<file path="config.mk">
export PLATFORM = sky130hd
export DESIGN_NAME = mouse_quadrature_pulse_generator
export DESIGN_NICKNAME = d
export VERILOG_FILES = /design/src/hdl/mqpg_pkg.sv /design/src/hdl/mouse_quadrature_pulse_generator.sv /design/src/hdl/mqpg_div.sv /design/src/hdl/mqpg_fifo.sv /design/src/hdl/mqpg_front.sv /design/src/hdl/mqpg_axis.sv
export SDC_FILE = /design/constraint.sdc
export NUM_CORES = 2
export LEC_CHECK = 0
export BUFFER_PORTS_ARGS = -buffer_cell sky130_fd_sc_hd__buf_4
export CAP_MARGIN = 15
export CORE_MARGIN = 2
export CORE_UTILIZATION = 46
export CTS_BUF_LIST = sky130_fd_sc_hd__clkbuf_4 sky130_fd_sc_hd__clkbuf_8
export CTS_CLUSTER_SIZE = 8
export DETAILED_ROUTE_END_ITERATION = 12
export MAX_ROUTING_LAYER = met4
export PLACE_DENSITY = 0.72
export SYNTH_ARGS = -nofsm -noshare
export SYNTH_HDL_FRONTEND = slang
export SYNTH_SLANG_ARGS = --single-unit
export TNS_END_PERCENT = 50
</file>
<file path="constraint.sdc">
create_clock -name clk -period 26.6 [get_ports clk]
set_clock_uncertainty 0.05 [all_clocks]
set_input_delay 2.66 -clock clk [delete_from_list [all_inputs] [get_ports clk]]
set_output_delay 2.66 -clock clk [all_outputs]
set_load 0.02 [all_outputs]
</file>
<file path="src/hdl/mqpg_pkg.sv">
// Shared constants and types for the mouse quadrature pulse generator.
// No dependencies.
package mqpg_pkg;

  localparam int QUEUE_DEPTH_DEF = 8;
  localparam int DELTA_BITS_DEF  = 8;
  localparam int SLOT_W          = 16;
  localparam int TIME_W          = 64;
  localparam logic [SLOT_W-1:0] SLOT_RESET = 16'd10000;

  localparam logic OP_UPDATE = 1'b0;
  localparam logic OP_TICK   = 1'b1;

  typedef struct packed {
    logic upd;
    logic tick;
  } axis_ctl_t;

endpackage

</file>
<file path="src/hdl/mouse_quadrature_pulse_generator.sv">
// Mouse quadrature pulse generator: front classifier, two-entry queue, per-axis back end.
// A tick goes straight through the front into the queue and enters the back when the result slot frees.
// An update holds the input stalled through the bit-serial slot divide, the multiply and the push.
// Results are registered.
// Synchronous active-low reset: queues empty, lines low, button line high, slot 10000.
module mouse_quadrature_pulse_generator import mqpg_pkg::*; #(
  parameter int QUEUE_DEPTH = QUEUE_DEPTH_DEF,
  parameter int DELTA_BITS  = DELTA_BITS_DEF
) (
  input  logic                  clk,
  input  logic                  rst_n,
  input  logic                  cfg_wr_en,
  input  logic [SLOT_W-1:0]     cfg_wr_data,
  input  logic                  in_valid,
  output logic                  in_stall,
  input  logic                  in_opcode,
  input  logic                  in_button,
  input  logic [DELTA_BITS-1:0] in_delta_x,
  input  logic [DELTA_BITS-1:0] in_delta_y,
  output logic                  out_valid,
  input  logic                  out_stall,
  output logic                  out_x_phase_a,
  output logic                  out_x_phase_b,
  output logic                  out_y_phase_a,
  output logic                  out_y_phase_b,
  output logic                  out_button_line,
  output logic                  out_dropped
);

  localparam int SW = DELTA_BITS - 1;
  localparam int PW = SLOT_W + SW;
  localparam int EW = 2 + 2 * (SLOT_W + PW + SW + 1);
  localparam int UW = $clog2(QUEUE_DEPTH + 1);

  logic [SLOT_W-1:0] slot_r;
  logic [TIME_W-1:0] time_r, time_inc;
  logic              btn_r, dropped_r, ovalid_r;
  logic              f_push, f_full, f_empty, pop;
  logic [EW-1:0]     f_din, f_dout;

  logic              e_tick, e_btn, e_dx, e_dy;
  logic [SLOT_W-1:0] e_px, e_py;
  logic [PW-1:0]     e_mx, e_my;
  logic [SW-1:0]     e_sx, e_sy;
  axis_ctl_t         ctl;
  logic              drop_x, drop_y;
  logic [UW-1:0]     used_x, used_y;

  always_ff @(posedge clk) begin
    if (!rst_n)         slot_r <= SLOT_RESET;
    else if (cfg_wr_en) slot_r <= cfg_wr_data;
  end

  mqpg_front #(.DELTA_BITS(DELTA_BITS), .EW(EW)) u_front (
    .clk(clk), .rst_n(rst_n), .in_valid(in_valid), .in_stall(in_stall),
    .in_opcode(in_opcode), .in_button(in_button), .in_delta_x(in_delta_x),
    .in_delta_y(in_delta_y), .slot(slot_r), .fifo_full(f_full),
    .fifo_push(f_push), .fifo_din(f_din)
  );

  mqpg_fifo #(.W(EW)) u_fifo (
    .clk(clk), .rst_n(rst_n), .push(f_push), .din(f_din), .pop(pop),
    .dout(f_dout), .full(f_full), .empty(f_empty)
  );

  assign {e_tick, e_btn, e_px, e_mx, e_sx, e_dx, e_py, e_my, e_sy, e_dy} = f_dout;

  // Take the next item only when the result register is free or draining.
  assign pop      = !f_empty && (!ovalid_r || !out_stall);
  assign ctl.upd  = pop && (e_tick == OP_UPDATE);
  assign ctl.tick = pop && (e_tick == OP_TICK);
  assign time_inc = time_r + 1'b1;

  mqpg_axis #(.QD(QUEUE_DEPTH), .SW(SW), .IS_Y(1'b0)) u_axis_x (
    .clk(clk), .rst_n(rst_n), .ctl(ctl), .now(time_r), .now_inc(time_inc),
    .per(e_px), .prod(e_mx), .steps(e_sx), .dir(e_dx),
    .level(out_x_phase_a), .quad(out_x_phase_b), .drop(drop_x), .used(used_x)
  );

  mqpg_axis #(.QD(QUEUE_DEPTH), .SW(SW), .IS_Y(1'b1)) u_axis_y (
    .clk(clk), .rst_n(rst_n), .ctl(ctl), .now(time_r), .now_inc(time_inc),
    .per(e_py), .prod(e_my), .steps(e_sy), .dir(e_dy),
    .level(out_y_phase_a), .quad(out_y_phase_b), .drop(drop_y), .used(used_y)
  );

  always_ff @(posedge clk) begin
    if (!rst_n) begin
      time_r    <= '0;
      btn_r     <= 1'b1;
      dropped_r <= 1'b0;
      ovalid_r  <= 1'b0;
    end else begin
      if (ctl.tick) time_r <= time_inc;
      if (ctl.upd)  btn_r  <= ~e_btn;
      if (pop)      dropped_r <= ctl.upd && (drop_x || drop_y);
      if (pop)            ovalid_r <= 1'b1;
      else if (!out_stall) ovalid_r <= 1'b0;
    end
  end

  assign out_valid       = ovalid_r;
  assign out_button_line = btn_r;
  assign out_dropped     = dropped_r;

  a_time_step: assert property (@(posedge clk) disable iff (!rst_n)
    time_r == $past(time_r) || time_r == $past(time_r) + 1'b1)
    else $error("time counter jumped");

  a_fifo_push: assert property (@(posedge clk) disable iff (!rst_n)
    !(f_push && f_full))
    else $error("push into full queue");

  a_used_max: assert property (@(posedge clk) disable iff (!rst_n)
    used_x <= UW'(QUEUE_DEPTH) && used_y <= UW'(QUEUE_DEPTH))
    else $error("batch queue overfilled");

  a_drop_upd: assert property (@(posedge clk) disable iff (!rst_n)
    ctl.tick |=> !dropped_r)
    else $error("drop flagged on a tick");

endmodule

</file>
<file path="src/hdl/mqpg_div.sv">
// Restoring divider, one quotient bit per cycle, for the slot period.
// Depends on mqpg_pkg.
module mqpg_div import mqpg_pkg::*; #(
  parameter int DW = DELTA_BITS_DEF - 1
) (
  input  logic              clk,
  input  logic              rst_n,
  input  logic              start,
  input  logic [SLOT_W-1:0] dividend,
  input  logic [DW-1:0]     divisor,
  output logic              busy,
  output logic [SLOT_W-1:0] quot
);

  localparam int CNT_W = $clog2(SLOT_W + 1);

  logic [CNT_W-1:0]  cnt_r;
  logic [DW:0]       rem_r;
  logic [SLOT_W-1:0] quot_r;
  logic [DW-1:0]     dsr_r;
  logic [DW:0]       sh;
  logic              ge;

  assign sh = {rem_r[DW-1:0], quot_r[SLOT_W-1]};
  assign ge = sh >= {1'b0, dsr_r};

  always_ff @(posedge clk) begin
    if (!rst_n) begin
      cnt_r <= '0;
    end else if (start) begin
      cnt_r <= CNT_W'(SLOT_W);
    end else if (cnt_r != '0) begin
      cnt_r <= cnt_r - 1'b1;
    end
  end

  always_ff @(posedge clk) begin
    if (start) begin
      rem_r  <= '0;
      quot_r <= dividend;
      dsr_r  <= divisor;
    end else if (cnt_r != '0) begin
      rem_r  <= ge ? (sh - {1'b0, dsr_r}) : sh;
      quot_r <= {quot_r[SLOT_W-2:0], ge};
    end
  end

  assign busy = cnt_r != '0;
  assign quot = quot_r;

endmodule

</file>
<file path="src/hdl/mqpg_fifo.sv">
// Two-entry queue between the front classifier and the back executor.
// Depends on nothing but its width parameter.
module mqpg_fifo #(
  parameter int W = 8
) (
  input  logic         clk,
  input  logic         rst_n,
  input  logic         push,
  input  logic [W-1:0] din,
  input  logic         pop,
  output logic [W-1:0] dout,
  output logic         full,
  output logic         empty
);

  logic [W-1:0] mem_r [2];
  logic         wp_r, rp_r;
  logic [1:0]   cnt_r;

  assign full  = cnt_r == 2'd2;
  assign empty = cnt_r == 2'd0;
  assign dout  = mem_r[rp_r];

  always_ff @(posedge clk) begin
    if (!rst_n) begin
      wp_r  <= 1'b0;
      rp_r  <= 1'b0;
      cnt_r <= 2'd0;
    end else begin
      if (push) wp_r <= ~wp_r;
      if (pop)  rp_r <= ~rp_r;
      cnt_r <= cnt_r + {1'b0, push} - {1'b0, pop};
    end
  end

  always_ff @(posedge clk) begin
    if (push) mem_r[wp_r] <= din;
  end

endmodule

</file>
<file path="src/hdl/mqpg_front.sv">
// Front end: accepts items, scales deltas, divides the slot and forms the batch product.
// Depends on mqpg_pkg, mqpg_div.
module mqpg_front import mqpg_pkg::*; #(
  parameter int DELTA_BITS = DELTA_BITS_DEF,
  parameter int EW = 2 + 2 * (2 * SLOT_W + 2 * (DELTA_BITS - 1) + 1)
) (
  input  logic                  clk,
  input  logic                  rst_n,
  input  logic                  in_valid,
  output logic                  in_stall,
  input  logic                  in_opcode,
  input  logic                  in_button,
  input  logic [DELTA_BITS-1:0] in_delta_x,
  input  logic [DELTA_BITS-1:0] in_delta_y,
  input  logic [SLOT_W-1:0]     slot,
  input  logic                  fifo_full,
  output logic                  fifo_push,
  output logic [EW-1:0]         fifo_din
);

  localparam int SW = DELTA_BITS - 1;
  localparam int PW = SLOT_W + SW;

  localparam logic [1:0] S_IDLE = 2'd0;
  localparam logic [1:0] S_DIV  = 2'd1;
  localparam logic [1:0] S_MUL  = 2'd2;
  localparam logic [1:0] S_PUSH = 2'd3;

  logic [1:0]        state_r, state_nxt;
  logic              btn_r;
  logic [SW-1:0]     stx_r, sty_r;
  logic              dirx_r, diry_r;
  logic [SLOT_W-1:0] perx_r, pery_r;
  logic [PW-1:0]     prodx_r, prody_r;
  logic              accept, start;
  logic              bsy_x, bsy_y;
  logic [SLOT_W-1:0] qx, qy;
  logic [SW-1:0]     stx_in, sty_in;

  function automatic logic [SW-1:0] scale(input logic [DELTA_BITS-1:0] d);
    logic [DELTA_BITS-1:0] mag;
    mag = d[DELTA_BITS-1] ? (~d + 1'b1) : d;
    return (mag > DELTA_BITS'(1)) ? mag[DELTA_BITS-1:1] : mag[SW-1:0];
  endfunction

  assign stx_in   = scale(in_delta_x);
  assign sty_in   = scale(in_delta_y);
  assign in_stall = (state_r != S_IDLE) || fifo_full;
  assign accept   = in_valid && !in_stall;
  assign start    = accept && (in_opcode == OP_UPDATE);

  mqpg_div #(.DW(SW)) u_div_x (
    .clk(clk), .rst_n(rst_n), .start(start), .dividend(slot), .divisor(stx_in),
    .busy(bsy_x), .quot(qx)
  );
  mqpg_div #(.DW(SW)) u_div_y (
    .clk(clk), .rst_n(rst_n), .start(start), .dividend(slot), .divisor(sty_in),
    .busy(bsy_y), .quot(qy)
  );

  always_comb begin
    state_nxt = state_r;
    unique case (state_r)
      S_IDLE: if (start) state_nxt = S_DIV;
      S_DIV:  if (!bsy_x && !bsy_y) state_nxt = S_MUL;
      S_MUL:  state_nxt = S_PUSH;
      S_PUSH: if (!fifo_full) state_nxt = S_IDLE;
      default: state_nxt = S_IDLE;
    endcase
  end

  always_ff @(posedge clk) begin
    if (!rst_n) state_r <= S_IDLE;
    else        state_r <= state_nxt;
  end

  always_ff @(posedge clk) begin
    if (start) begin
      btn_r  <= in_button;
      stx_r  <= stx_in;
      sty_r  <= sty_in;
      dirx_r <= !in_delta_x[DELTA_BITS-1];
      diry_r <= !in_delta_y[DELTA_BITS-1];
    end
    if (state_r == S_MUL) begin
      perx_r  <= qx;
      pery_r  <= qy;
      prodx_r <= PW'(qx) * PW'(stx_r);
      prody_r <= PW'(qy) * PW'(sty_r);
    end
  end

  // Ticks go straight through; updates leave from the push state.
  assign fifo_push = (accept && (in_opcode == OP_TICK)) ||
                     ((state_r == S_PUSH) && !fifo_full);
  assign fifo_din  = (state_r == S_PUSH) ?
                     {OP_UPDATE, btn_r, perx_r, prodx_r, stx_r, dirx_r,
                      pery_r, prody_r, sty_r, diry_r} :
                     {OP_TICK, (EW-1)'(0)};

endmodule

</file>
<file path="src/hdl/mqpg_axis.sv">
// Back-end lane for one axis: batch queue, tail time and the quadrature line pair.
// Depends on mqpg_pkg.
module mqpg_axis import mqpg_pkg::*; #(
  parameter int QD   = QUEUE_DEPTH_DEF,
  parameter int SW   = DELTA_BITS_DEF - 1,
  parameter bit IS_Y = 1'b0
) (
  input  logic                    clk,
  input  logic                    rst_n,
  input  axis_ctl_t               ctl,
  input  logic [TIME_W-1:0]       now,
  input  logic [TIME_W-1:0]       now_inc,
  input  logic [SLOT_W-1:0]       per,
  input  logic [SLOT_W+SW-1:0]    prod,
  input  logic [SW-1:0]           steps,
  input  logic                    dir,
  output logic                    level,
  output logic                    quad,
  output logic                    drop,
  output logic [$clog2(QD+1)-1:0] used
);

  localparam int IW = $clog2(QD);
  localparam int UW = $clog2(QD + 1);

  logic [TIME_W-1:0] due_r  [QD];
  logic [SLOT_W-1:0] per_r  [QD];
  logic [SW-1:0]     cnt_r  [QD];
  logic              pos_r  [QD];

  logic [IW-1:0]     head_r, head_nxt;
  logic [UW-1:0]     used_r, used_nxt;
  logic [TIME_W-1:0] tail_r, base;
  logic              level_r, quad_r, new_lvl;
  logic              full, push, fire, last;
  logic [IW:0]       wsum;
  logic [IW-1:0]     widx;

  assign full = used_r == UW'(QD);
  assign push = ctl.upd && (steps != '0) && !full;
  assign drop = ctl.upd && (steps != '0) && full;
  assign wsum = {1'b0, head_r} + (IW+1)'(used_r);
  assign widx = (wsum >= (IW+1)'(QD)) ? IW'(wsum - (IW+1)'(QD)) : wsum[IW-1:0];

  // Catch up to now; Y also moves on by half a period when it starts now.
  always_comb begin
    if (tail_r <= now) base = IS_Y ? now + TIME_W'(per >> 1) : now;
    else               base = tail_r;
  end

  assign fire    = ctl.tick && (used_r != '0) && (due_r[head_r] <= now_inc);
  assign last    = cnt_r[head_r] == SW'(1);
  assign new_lvl = ~level_r;
  assign head_nxt = (head_r == IW'(QD - 1)) ? '0 : head_r + 1'b1;

  always_comb begin
    used_nxt = used_r;
    if (push)              used_nxt = used_r + 1'b1;
    else if (fire && last) used_nxt = used_r - 1'b1;
  end

  always_ff @(posedge clk) begin
    if (!rst_n) begin
      head_r  <= '0;
      used_r  <= '0;
      tail_r  <= '0;
      level_r <= 1'b0;
      quad_r  <= 1'b0;
    end else begin
      used_r <= used_nxt;
      if (push) tail_r <= base + TIME_W'(prod);
      if (fire) begin
        level_r <= new_lvl;
        quad_r  <= IS_Y ? (pos_r[head_r] ? ~new_lvl : new_lvl)
                        : (pos_r[head_r] ? new_lvl : ~new_lvl);
        if (last) head_r <= head_nxt;
      end
    end
  end

  always_ff @(posedge clk) begin
    if (push) begin
      due_r[widx] <= base + TIME_W'(per);
      per_r[widx] <= per;
      cnt_r[widx] <= steps;
      pos_r[widx] <= dir;
    end else if (fire) begin
      due_r[head_r] <= due_r[head_r] + TIME_W'(per_r[head_r]);
      cnt_r[head_r] <= cnt_r[head_r] - 1'b1;
    end
  end

  assign level = level_r;
  assign quad  = quad_r;
  assign used  = used_r;

endmodule
</file>
==> results by group <==
Status
  • Status: completed

Global routing
  • M1 GR Usage: 33.5%
  • Vias in the first global route: around 71,000
  • Total gr overflow: 0
  • Met3 Usage GRT: around 3.6%
  • First-pass GRT wire length: 442,000 um
  • Pin count of the biggest net entering global routing: ~130
  • Initial antenna violation count: 8
  • GR Util met2: 39.6%
  • Busiest layer in global routing: met2
  • Global Route Usage Sum: 25.5%

Critical path
  • Crit-path max FO: 75
  • CP Launch Type: register
  • Crit Reg-Reg Endpoint: u_axis_y.head_r[0]
  • Worst-case reg-to-reg path depth: 24
  • Flop2flop setup slack: around 17 ns
  • Critical Path End: u_axis_y.head_r[0]
  • WP data arrival: 10.16 ns
  • Setup Crit Path Kind: reg2reg
  • WP data required: approximately 28 ns
  • Reg2reg start: time_r[0]
  • Worst Setup End Kind: register
  • CP startpoint: time_r[0]

Clock network
  • TritonCTS clock tree: done
  • CTS buffer count: approximately 350
  • Postcts setup bufs: 0
  • Post-cts sizing count: 0
  • Root Driver: clkbuf_8
  • CTS clk-pin slew, worst paths: approximately 0.060 ns
  • Worst skew pair latency: 1.11 ns
  • Clock tree buffer depth: 4
  • CTS Sinks: about 2,000
  • Htree depth: 5
  • Hold_buf cts: 0

Flow run
  • Max_cap viols: 0

Cells and area
  • Layout area overhead: 9.77%
  • Share of layout cells above drive strength 1: ~16%
  • # nets final: 9,187
  • Post-layout util: a little over 50%
  • Fill cells: between 15,000 and 20,000

Synth
  • Syn_nets: between 9,000 and 10,000
  • Most frequent cell after synthesis: edfxtp_1
  • Synth Flop Type: edfxtp_1
  • Async SR Flop Fraction: 0%
  • Commonest cells post-synth: edfxtp_1 (1,727), nand2_1 (781), nor2_1 (515)
  • Largest cells by area after synthesis: edfxtp_1 (49%), mux4_2 (7.5%), ha_1 (6.0%)
  • Area leader, netlist: edfxtp_1
  • Yosys warns: 0
  • Syn_area_per_cell: between 10 and 15 um2
  • Seq/Total Area, Yosys: a little over half
  • Mapped Cells: roughly 8,400
  • Top cell type's share of synthesized area: around 49%
  • Post-synth cell types: 107
  • Synth Cell Area: approximately 110,000 um2
  • EDFF count, synth: 1,727
  • #FFs+latches synth: 1,993

Route
  • Number of remaining DRC errors: 0
  • DR iter-0 viols: about 7,100
  • Drt via density: around 6.0
  • Via count: 70,796
  • Routed wire per std cell: about 25 um
  • Final ANT Viol Nets: 0
  • Drt pass-1 iters: 6
  • Total wire length: between 200,000 and 300,000 um

Min path
  • Worst Hold Class: reg2reg

Placement
  • Setup slack after placement: around 18 ns
  • Routability cong.: roughly 1.0
  • Number of I/O port buffers: 46
  • DP HPWL: about 200,000 um

Pwr
  • Worst VDD drop: approximately 190 uV
  • PwrDens: 129 nW/um2
  • Static Leak: approximately 40 nW

Timing
  • Crit share post-route: between 30% and 40%
  • Tightest Pin Transition: around 1.4 ns
  • Fmax achieved: 0.108 GHz
  • Setup tns final: 0 ns
  • Tmin final: a little over 9 ns
  • RSZ-0062 raised after global routing: no
  • Setup Viol. Count Final: 0
  • Final worst slack: about 17 ns
  • Slew margin rel.: a little under a tenth
  • Fin. Hold Viols: 0
  • Slew Limit Fails: 0

Die
  • # IOs: 47
  • Rows: between 150 and 200
  • Die Area: approximately 230,000 um2
  • Chip width: roughly 480 um
  • Initial Util: a little under half
  • Total core area: between 200,000 and 250,000 um2
  • Die H: 484 um
==> worst min-delay path by stage <==
stage | startpoint | to | slack (ns) | cells past startpoint
final | u_axis_y.tail_r[0] | u_axis_y.tail_r[0] | 0.41 | 2
after global routing | u_axis_y.tail_r[0] | u_axis_y.tail_r[0] | 0.43 | 2
after CTS | u_axis_y.tail_r[0] | u_axis_y.tail_r[0] | 0.41 | 2
after detailed placement | u_axis_y.tail_r[0] | u_axis_y.tail_r[0] | 0.40 | 2
after global placement | u_front.u_div_y.rem_r[6] | u_front.u_div_y.rem_r[6] | 0.39 | 2
after floorplan | u_front.u_div_x.quot[10] | u_front.perx_r[10] | 0.37 | 0
==> cell usage in the layout, fill, tap and decap left out, types with 26 or more instances in the layout <==
master / netlist / routed
nand2_1: 781 / 781
or3_1: 74 / 74
a211oi_1: 67 / 67
a31oi_1: 64 / 64
xnor2_1: 400 / 400
nand2b_1: 51 / 51
nand3_1: 208 / 208
nor4_1: 46 / 41
xor2_1: 118 / 118
clkbuf_8: 0 / 356
nor3_1: 152 / 147
a21o_1: 139 / 139
edfxtp_1: 1727 / 1727
a21oi_1: 388 / 385
dfxtp_1: 266 / 259
clkbuf_4: 0 / 117
nand4_1: 157 / 157
o211ai_1: 32 / 32
o21a_1: 29 / 26
clkinv_2: 0 / 30
buf_4: 14 / 143
and2_1: 168 / 164
and3_1: 66 / 66
fa_1: 151 / 151
clkinv_1: 7 / 55
mux2i_1: 221 / 221
inv_1: 366 / 365
o31ai_1: 30 / 30
o21ai_0: 327 / 327
nor2_1: 515 / 505
mux4_2: 352 / 352
ha_1: 507 / 505
mux2_2: 203 / 203
nor2b_1: 54 / 54
==> registers in the layout, summed over array words and instances, names as in the netlist, 56 cells and up, named ones only <==
register / flops
time_r: 64
u_axis_x.due_r: 512
u_axis_x.tail_r: 64
u_fifo.mem_r: 192
u_axis_x.per_r: 128
u_axis_y.due_r: 512
u_axis_y.per_r: 128
u_axis_y.cnt_r: 56
u_axis_x.cnt_r: 56
u_axis_y.tail_r: 64
==> report_power, final <==
part           switching, mW  internal [mW]
sequential             0.191           4.71
clock                   1.24           1.52
combinational           4.72           2.61
==> area by class of cell <==
type                       count  area (um2)  area share (%)
antenna                        6        15.0          0.0129
clock inverter               106         838           0.720
timing repair buffer         150        1180            1.01
sequential                  1993       57200            49.1
inverter                     375        1410            1.21
multi-input combinational   5625       46200            39.7
tap                         3026        3790            3.25
clock buffer                 473        5780            4.96
==> critical path, cell delays in order, from the launching register on <==
cell,delay [ns]
dfxtp_1,0.50
and3_1,0.29
nand3_1,0.21
nor3_1,0.40
nand3_1,0.25
or2_2,0.44
nor2_1,0.41
nand2_1,0.36
nor2_1,0.66
nand2_1,0.14
xnor2_1,0.56
ha_1,0.27
nand4_1,0.13
nor2_1,0.16
nand2_1,0.09
or3_1,0.43
or3_1,0.51
nor3_1,0.29
nand2_1,0.15
o21ai_4,0.22
buf_4,0.66
buf_4,0.69
nand4_1,0.53
or3_1,0.47
a21oi_1,0.19
==> layer usage <==
layer	wire [um]	part of all wire, %
met5	0	0
met4	14200	4.8
met2	137000	47
met1	122000	41
met3	21300	7.2
==> kinds of logic (layout without fill, tap and decap cells) <==
| kind of cell | after synthesis | count (layout) | synth area share, % |
|---|---|---|---|
| XOR/XNOR | 518 | 518 | 4.28 |
| multiplexers | 776 | 776 | 11.7 |
| other | 0 | 6 | 0 |
| adder cells (fa/ha/maj) | 658 | 658 | 8.83 |
| buffers and inverters | 743 | 1104 | 2.78 |
| AO/OA/AOI/OAI | 1269 | 1269 | 7.47 |
| flip-flops | 1993 | 1993 | 53.9 |
| AND/OR/NAND/NOR | 2404 | 2404 | 11.0 |
==> metrics by stage <==
stage / hold WS [ns] / std cells / instance area, um2 / total power, mW
2_1_floorplan: 0.374 / 8361 / 106000 / 10.2
3_3_place_gp: 0.395 / 11165 / 110000 / 12.0
3_5_place_dp: 0.401 / 11167 / 110000 / 12.2
4_1_cts: 0.409 / 11746 / 116000 / 15.0
5_1_grt: 0.433 / 11751 / 116000 / 16.0
6_report: 0.409 / 11754 / 116000 / 15.0
Power figures use the tool's default switching activity.
